==> src/hdl/svs_pkg.sv <==
// Types and constants shared by the supply voltage supervisor.
package svs_pkg;

  // One input item: a sample tick or an external undervoltage event.
  typedef struct packed {
    logic       kind;
    logic [7:0] supply_sample;
  } sample_t;

  // One result item: flags after the step and request pulses.
  typedef struct packed {
    logic over_voltage;
    logic under_voltage;
    logic power_fail;
    logic was_operating;
    logic pause_request;
    logic control_reset_request;
    logic init_timer_clear;
  } result_t;

  // Configuration register indexes.
  typedef enum logic [2:0] {
    REG_VARIANT_MODE        = 3'd0,
    REG_OVER_THRESHOLD      = 3'd1,
    REG_OVER_HIGH_THRESHOLD = 3'd2,
    REG_START_THRESHOLD     = 3'd3,
    REG_STOP_THRESHOLD      = 3'd4,
    REG_VERY_LOW_THRESHOLD  = 3'd5,
    REG_SLEEP_THRESHOLD     = 3'd6,
    REG_OVER_TIME_LIMIT     = 3'd7
  } cfg_index_t;

  // Input item kinds.
  localparam logic KIND_TICK  = 1'b0;
  localparam logic KIND_EVENT = 1'b1;

  // Variant selection.
  localparam logic VARIANT_DEFAULT   = 1'b0;
  localparam logic VARIANT_ALTERNATE = 1'b1;

  // Fixed levels.
  localparam logic [7:0]  HOLD_BAND_LEVEL = 8'd214;
  localparam logic [7:0]  LOW_COUNT_MAX   = 8'd255;
  localparam logic [15:0] COUNT_MAX       = 16'hFFFF;

  // Register reset values.
  localparam logic        RST_VARIANT_MODE        = 1'b0;
  localparam logic [7:0]  RST_OVER_THRESHOLD      = 8'd201;
  localparam logic [7:0]  RST_OVER_HIGH_THRESHOLD = 8'd227;
  localparam logic [7:0]  RST_START_THRESHOLD     = 8'd113;
  localparam logic [7:0]  RST_STOP_THRESHOLD      = 8'd107;
  localparam logic [7:0]  RST_VERY_LOW_THRESHOLD  = 8'd63;
  localparam logic [7:0]  RST_SLEEP_THRESHOLD     = 8'd76;
  localparam logic [15:0] RST_OVER_TIME_LIMIT     = 16'd2000;

endpackage

==> src/hdl/supply_voltage_supervisor.sv <==
// Supply voltage supervisor: band checks, overvoltage timing and request pulses.
// A result passes the input register, then the result register; the band logic
// between them is combinational. Throughput: one item per cycle while results
// are read, set by the single pass through the state update.
// A new item is taken while a finished result still waits in the result register.
// Reset (rst, synchronous, active high) clears all supervisor state and both
// valid flags, and loads the configuration registers with their default values.
module supply_voltage_supervisor (
  input  logic                    clk,
  input  logic                    rst,
  input  logic                    sample_valid,
  output logic                    sample_ready,
  input  svs_pkg::sample_t        sample,
  output logic                    result_valid,
  input  logic                    result_ready,
  output svs_pkg::result_t        result,
  input  logic                    cfg_valid,
  output logic                    cfg_ready,
  input  svs_pkg::cfg_index_t     cfg_index,
  input  logic [15:0]             cfg_data
);
  import svs_pkg::*;

  // Configuration registers.
  logic        variant_mode;
  logic [7:0]  over_threshold;
  logic [7:0]  over_high_threshold;
  logic [7:0]  start_threshold;
  logic [7:0]  stop_threshold;
  logic [7:0]  very_low_threshold;
  logic [7:0]  sleep_threshold;
  logic [15:0] over_time_limit;

  // Supervisor state.
  logic [15:0] over_count, over_count_next;
  logic [7:0]  low_count, low_count_next;
  logic        sleep_entered, sleep_entered_next;
  logic        over_flag, over_flag_next;
  logic        under_flag, under_flag_next;
  logic        fail_flag, fail_flag_next;
  logic        operating_seen, operating_seen_next;

  // Pipeline registers.
  logic        in_full;
  sample_t     in_item;
  result_t     result_next;
  logic        advance;

  logic        pause, ctl_reset, timer_clear;
  logic [16:0] count_sum;
  logic [15:0] count_step;
  logic        over_expired;
  logic [7:0]  v;

  // Configuration writes are taken at once.
  assign cfg_ready = 1'b1;

  always_ff @(posedge clk) begin
    if (rst) begin
      variant_mode        <= RST_VARIANT_MODE;
      over_threshold      <= RST_OVER_THRESHOLD;
      over_high_threshold <= RST_OVER_HIGH_THRESHOLD;
      start_threshold     <= RST_START_THRESHOLD;
      stop_threshold      <= RST_STOP_THRESHOLD;
      very_low_threshold  <= RST_VERY_LOW_THRESHOLD;
      sleep_threshold     <= RST_SLEEP_THRESHOLD;
      over_time_limit     <= RST_OVER_TIME_LIMIT;
    end else if (cfg_valid && cfg_ready) begin
      case (cfg_index)
        REG_VARIANT_MODE:        variant_mode        <= cfg_data[0];
        REG_OVER_THRESHOLD:      over_threshold      <= cfg_data[7:0];
        REG_OVER_HIGH_THRESHOLD: over_high_threshold <= cfg_data[7:0];
        REG_START_THRESHOLD:     start_threshold     <= cfg_data[7:0];
        REG_STOP_THRESHOLD:      stop_threshold      <= cfg_data[7:0];
        REG_VERY_LOW_THRESHOLD:  very_low_threshold  <= cfg_data[7:0];
        REG_SLEEP_THRESHOLD:     sleep_threshold     <= cfg_data[7:0];
        REG_OVER_TIME_LIMIT:     over_time_limit     <= cfg_data;
        default: ;
      endcase
    end
  end

  // The held item moves on when the result register is empty or being read.
  assign advance      = in_full && (!result_valid || result_ready);
  assign sample_ready = !in_full || advance;

  always_ff @(posedge clk) begin
    if (rst) begin
      in_full <= 1'b0;
    end else if (sample_ready) begin
      in_full <= sample_valid;
    end
  end

  always_ff @(posedge clk) begin
    if (sample_valid && sample_ready) begin
      in_item <= sample;
    end
  end

  // Saturating overvoltage count step.
  assign v            = in_item.supply_sample;
  assign over_expired = over_count > over_time_limit;
  assign count_step   = (variant_mode == VARIANT_DEFAULT && v > over_high_threshold)
                        ? 16'd2 : 16'd1;
  assign count_sum    = {1'b0, over_count} + {1'b0, count_step};

  // Next state and result for the held item.
  always_comb begin
    over_count_next     = over_count;
    low_count_next      = low_count;
    sleep_entered_next  = sleep_entered;
    over_flag_next      = over_flag;
    under_flag_next     = under_flag;
    fail_flag_next      = fail_flag;
    operating_seen_next = operating_seen;
    pause               = 1'b0;
    ctl_reset           = 1'b0;
    timer_clear         = 1'b0;

    if (in_item.kind == KIND_EVENT) begin
      under_flag_next = 1'b1;
      fail_flag_next  = 1'b0;
      timer_clear     = 1'b1;
      pause           = low_count < LOW_COUNT_MAX;
    end else if ((variant_mode == VARIANT_DEFAULT && v > over_threshold) ||
                 (variant_mode == VARIANT_ALTERNATE && v > over_high_threshold)) begin
      // Overvoltage region.
      if (over_expired) begin
        over_flag_next = 1'b1;
        pause          = 1'b1;
      end else begin
        over_count_next = count_sum[16] ? COUNT_MAX : count_sum[15:0];
      end
      sleep_entered_next = 1'b0;
      under_flag_next    = 1'b0;
      fail_flag_next     = 1'b0;
      low_count_next     = '0;
    end else if (variant_mode == VARIANT_ALTERNATE && v >= HOLD_BAND_LEVEL) begin
      // Hold band of the alternate variant.
      if (over_expired) begin
        pause = 1'b1;
      end else begin
        sleep_entered_next = 1'b0;
        under_flag_next    = 1'b0;
        fail_flag_next     = 1'b0;
        low_count_next     = '0;
      end
    end else begin
      // Voltage bands below the overvoltage region.
      over_count_next = '0;
      over_flag_next  = 1'b0;
      if (v >= start_threshold) begin
        operating_seen_next = 1'b1;
        sleep_entered_next  = 1'b0;
        under_flag_next     = 1'b0;
        fail_flag_next      = 1'b0;
        low_count_next      = '0;
      end else if (v >= stop_threshold) begin
        low_count_next     = '0;
        fail_flag_next     = 1'b0;
        sleep_entered_next = 1'b0;
      end else begin
        under_flag_next = 1'b1;
        fail_flag_next  = 1'b0;
        if (v < very_low_threshold) begin
          if (low_count < LOW_COUNT_MAX) begin
            low_count_next = low_count + 8'd1;
          end else begin
            under_flag_next = 1'b0;
          end
        end else begin
          low_count_next = '0;
        end
        if (low_count_next < LOW_COUNT_MAX) begin
          pause = 1'b1;
          if (v < sleep_threshold && operating_seen) begin
            fail_flag_next = 1'b1;
            if (!sleep_entered) begin
              sleep_entered_next = 1'b1;
              ctl_reset          = 1'b1;
            end
          end
        end
      end
    end

    result_next.over_voltage          = over_flag_next;
    result_next.under_voltage         = under_flag_next;
    result_next.power_fail            = fail_flag_next;
    result_next.was_operating         = operating_seen_next;
    result_next.pause_request         = pause;
    result_next.control_reset_request = ctl_reset;
    result_next.init_timer_clear      = timer_clear;
  end

  // State update, once per processed item.
  always_ff @(posedge clk) begin
    if (rst) begin
      over_count     <= '0;
      low_count      <= '0;
      sleep_entered  <= 1'b0;
      over_flag      <= 1'b0;
      under_flag     <= 1'b0;
      fail_flag      <= 1'b0;
      operating_seen <= 1'b0;
    end else if (advance) begin
      over_count     <= over_count_next;
      low_count      <= low_count_next;
      sleep_entered  <= sleep_entered_next;
      over_flag      <= over_flag_next;
      under_flag     <= under_flag_next;
      fail_flag      <= fail_flag_next;
      operating_seen <= operating_seen_next;
    end
  end

  // Result register; it holds until its transfer completes.
  always_ff @(posedge clk) begin
    if (rst) begin
      result_valid <= 1'b0;
    end else if (advance) begin
      result_valid <= 1'b1;
    end else if (result_ready) begin
      result_valid <= 1'b0;
    end
  end

  always_ff @(posedge clk) begin
    if (advance) begin
      result <= result_next;
    end
  end

endmodule

==> config.mk <==
export PLATFORM = sky130hd
export DESIGN_NAME = supply_voltage_supervisor
export DESIGN_NICKNAME = d
export VERILOG_FILES = /design/src/hdl/svs_pkg.sv /design/src/hdl/supply_voltage_supervisor.sv
export SDC_FILE = /design/constraint.sdc
export NUM_CORES = 1
export LEC_CHECK = 0
export BUFFER_PORTS_ARGS = -buffer_cell sky130_fd_sc_hd__buf_2
export CAP_MARGIN = 5
export CORE_ASPECT_RATIO = 1.1
export CORE_UTILIZATION = 45
export DETAILED_ROUTE_END_ITERATION = 6
export MAX_ROUTING_LAYER = met4
export PLACE_DENSITY = 0.68
export SYNTH_ARGS = -nofsm -noshare
export SYNTH_HDL_FRONTEND = slang
export SYNTH_SLANG_ARGS = --single-unit
==> constraint.sdc <==
create_clock -name clk -period 6.6 [get_ports clk]
set_clock_uncertainty 0.15 [all_clocks]
set_input_delay 0.66 -clock clk [delete_from_list [all_inputs] [get_ports clk]]
set_output_delay 0.66 -clock clk [all_outputs]
set_load 0.02 [all_outputs]
==> results.sh <==
export IMPL_status="finished, final reports clean"
export IMPL_cp_top_family="simple AND/OR/NAND/NOR gates"
export IMPL_drc_errors=0
export IMPL_hold_viol=0
export IMPL_power_clock_fraction_pct=38.8
export IMPL_crit_cells=16
export IMPL_synth_seq_cells=112
export IMPL_hold_depth=2
export IMPL_required_ns=6.76
export IMPL_path_clk_slew_ns=0.07
export IMPL_crit_arrival_ns=4.44
export IMPL_grt_pass1_wl_um=25100
export IMPL_synth_flop_cell="dfxtp_1"
export IMPL_crit_buf_inv=1
export IMPL_cpMaxStageDelayCell="edfxtp_1"
export IMPL_grtUsageMet3_pct=3.93
export IMPL_synth_edff_count=16
export IMPL_vias=5232
export IMPL_initial_core_util_pct=46.7
export IMPL_top_usage_layer="met2"
export IMPL_drt_initial_drc_count=264
export IMPL_path_max_fanout=7
export IMPL_layout_drive_gt1_share_pct=9.28
export IMPL_cts_tree="built"
export IMPL_yosysTopAreaCellShare_pct=30.9
export IMPL_async_flop_share_pct=0
export IMPL_cts_resized_gates=0
export IMPL_startpoint_type="flop"
export IMPL_ys_top_cells_by_count="dfxtp_1, nand2_1, inv_1, ha_1, nor2_1"
export IMPL_startpoint="v[1]"
export IMPL_worstMarginPinSlew_ns=1.15
export IMPL_switchingPower_mw=0.356
export IMPL_worst_setup_path_end_kind="flop"
export IMPL_rr_startpoint="v[1]"
export IMPL_p_per_area_nw_per_um2=207
export IMPL_crit_type="reg -> reg"
export IMPL_setup_tns_ns=0
export IMPL_port_buffers=41
export IMPL_clockBufferDepth=2
export IMPL_syn_to_final_growth_pct=10.6
export IMPL_cts_setup_buffers=0
export IMPL_slew_viol_final=0
export IMPL_yosysTopAreaCell="dfxtp_1"
export IMPL_diodes=0
export IMPL_swShare_pct=25.0
export IMPL_syn_inst=718
export IMPL_core_um2=13300
export IMPL_fmax_mhz=234
export IMPL_setup_violations=0
export IMPL_overflow=0
export IMPL_max_slew_margin_rel_pct=23.0
export IMPL_firstDrtPassIters=6
export IMPL_cts_root_buffer="clkbuf_16"
export IMPL_rsz0062_at_grt="false"
export IMPL_ant_nets=0
export IMPL_nets=849
export IMPL_rows=44
export IMPL_die_w_um=114
export IMPL_grt_use_total_pct=23.2
export IMPL_synth_area_um2=6220
export IMPL_use_met1_pct=28.0
export IMPL_comb_power_share_pct=10.4
export IMPL_cpPeakStageDelay_ns=0.52
export IMPL_numCtsBuffers=9
export IMPL_finalWorstSetupSlack_ns=2.32
export IMPL_routed_wl_um=15200
export IMPL_leakage_nw=2.82
export IMPL_cap_viol_max_count=0
export IMPL_grt_pass1_vias=5106
export IMPL_timing_hold_worst_start="over_time_limit[5]"
export IMPL_dp_hpwl_um=11100
export IMPL_gp_congestion=0.891
export IMPL_grt_max_degree=45
export IMPL_drt_vias_per_instance=5.58
export IMPL_wire_per_inst_um=16.2
export IMPL_dieArea_um2=14300
export IMPL_synth_warnings=0
export IMPL_r2r_cells=16
export IMPL_synth_cell_types=65
export IMPL_seq_power_share_pct=50.8
export IMPL_final_period_utilization_pct=64.9
export IMPL_clk_latency_ns=0.36
export IMPL_boundaryPins=43
export IMPL_synth_area_leaders="dfxtp_1, ha_1, edfxtp_1"
export IMPL_preCtsSetupSlack_ns=2.38
export IMPL_hp_class="reg -> reg"
export IMPL_vdd_drop_max_uv=178
export IMPL_clock_sinks=112
export IMPL_grt_use_met2_pct=38.5
export IMPL_worstPathCellList="ha_1 -> nor2b_1 -> o211ai_1 -> a21oi_1 -> nor2_1 -> or3_1 -> ha_1 -> inv_1 -> fa_1 -> and3b_1 -> nand4_1 -> nor4_2 -> nor2b_1 -> o311ai_0 -> nand2b_1 -> a21o_1"
export IMPL_synth_yosys_seq_area_share_pct=38.6
export IMPL_total_power_mw=1.42
export IMPL_syn_num_nets=817
export IMPL_syn_avg_cell_area_um2=8.66
export IMPL_fin_crit_ns=4.28
export IMPL_htree_levels=3
export IMPL_die_h_um=125
export IMPL_synth_most_common_cell="dfxtp_1"
export IMPL_cts_hold_buf=0
export IMPL_p_int_mw=1.07
export IMPL_antenna_found_initial=0
==> layout by cell type, fill, tap and decap left out, types with 20 or more instances in the layout <==
cell type  count
dfxtp_1       96
nand2_1       92
inv_1         69
ha_1          65
nor2_1        59
a21oi_1       51
buf_2         41
o211ai_1      31
o21ai_0       25
mux2i_1       24
nand3_1       20
==> worst min-delay path: cells and delay by family, from the launching register on <==
kind,cells,cell delay [ns]
and+or+nand+nor,1,0.05
DFF,1,0.31
AOI/OAI and AO/OA,1,0.05
==> through the flow <==
stage,cells,area [um2],utilization [%],hold slack [ns]
finish,938,6870,51.6,0.307
global route,938,6870,51.6,0.323
CTS,938,6870,51.6,0.311
detailed placement,923,6580,49.4,0.301
global placement,923,6580,49.4,0.295
floorplan,718,6220,-,0.283
==> state kept, by name (all words and copies together) (netlist names) <==
name	cells
very_low_threshold	8
in_full	1
in_item	1
over_time_limit	16
fail_flag	1
start_threshold	8
sleep_threshold	8
low_count	8
operating_seen	1
sleep_entered	1
result_valid	1
stop_threshold	8
over_count	16
over_flag	1
under_flag	1
variant_mode	1
result	7
v	8
over_threshold	8
over_high_threshold	8
==> power by group through the flow <==
stage               sequential (mW)  combinational [mW]  clock (mW)
floorplan                     0.737              0.0981           0
global placement              0.738               0.143           0
detailed placement            0.738               0.147           0
CTS                           0.722               0.148       0.560
global route                  0.725               0.166       0.583
finish                        0.723               0.148       0.552
==> final cells by class <==
cell class / count / area [um2]
fillers: 1286 / 6450
inverters: 69 / 259
flip-flops and latches: 112 / 2400
well taps: 184 / 230
multi-input cells: 513 / 3450
clock inverters: 1 / 8.76
repair buffers: 45 / 235
clock buffers: 14 / 287
==> metal layers <==
layer	part of all wire [%]	wire, um
met5	0	0
met2	49	7480
met1	44	6690
met4	2.8	431
met3	4.1	622
==> kinds of logic after synthesis <==
group	share of synthesized area, %
compound gates	19.4
xor+xnor	0.141
fa+ha+maj	13.4
buf+inv	5.82
flops	38.6
mux	3.86
other cells	0.0603
simple gates	18.7
==> final timing paths <==
path | end | slack [ns]
max | over_count[11] | 2.32
min | over_time_limit[5] | 0.31
max reg2reg | over_count[11] | 2.32
min reg2reg | over_time_limit[5] | 0.31
(Power assumes the default switching activity.)
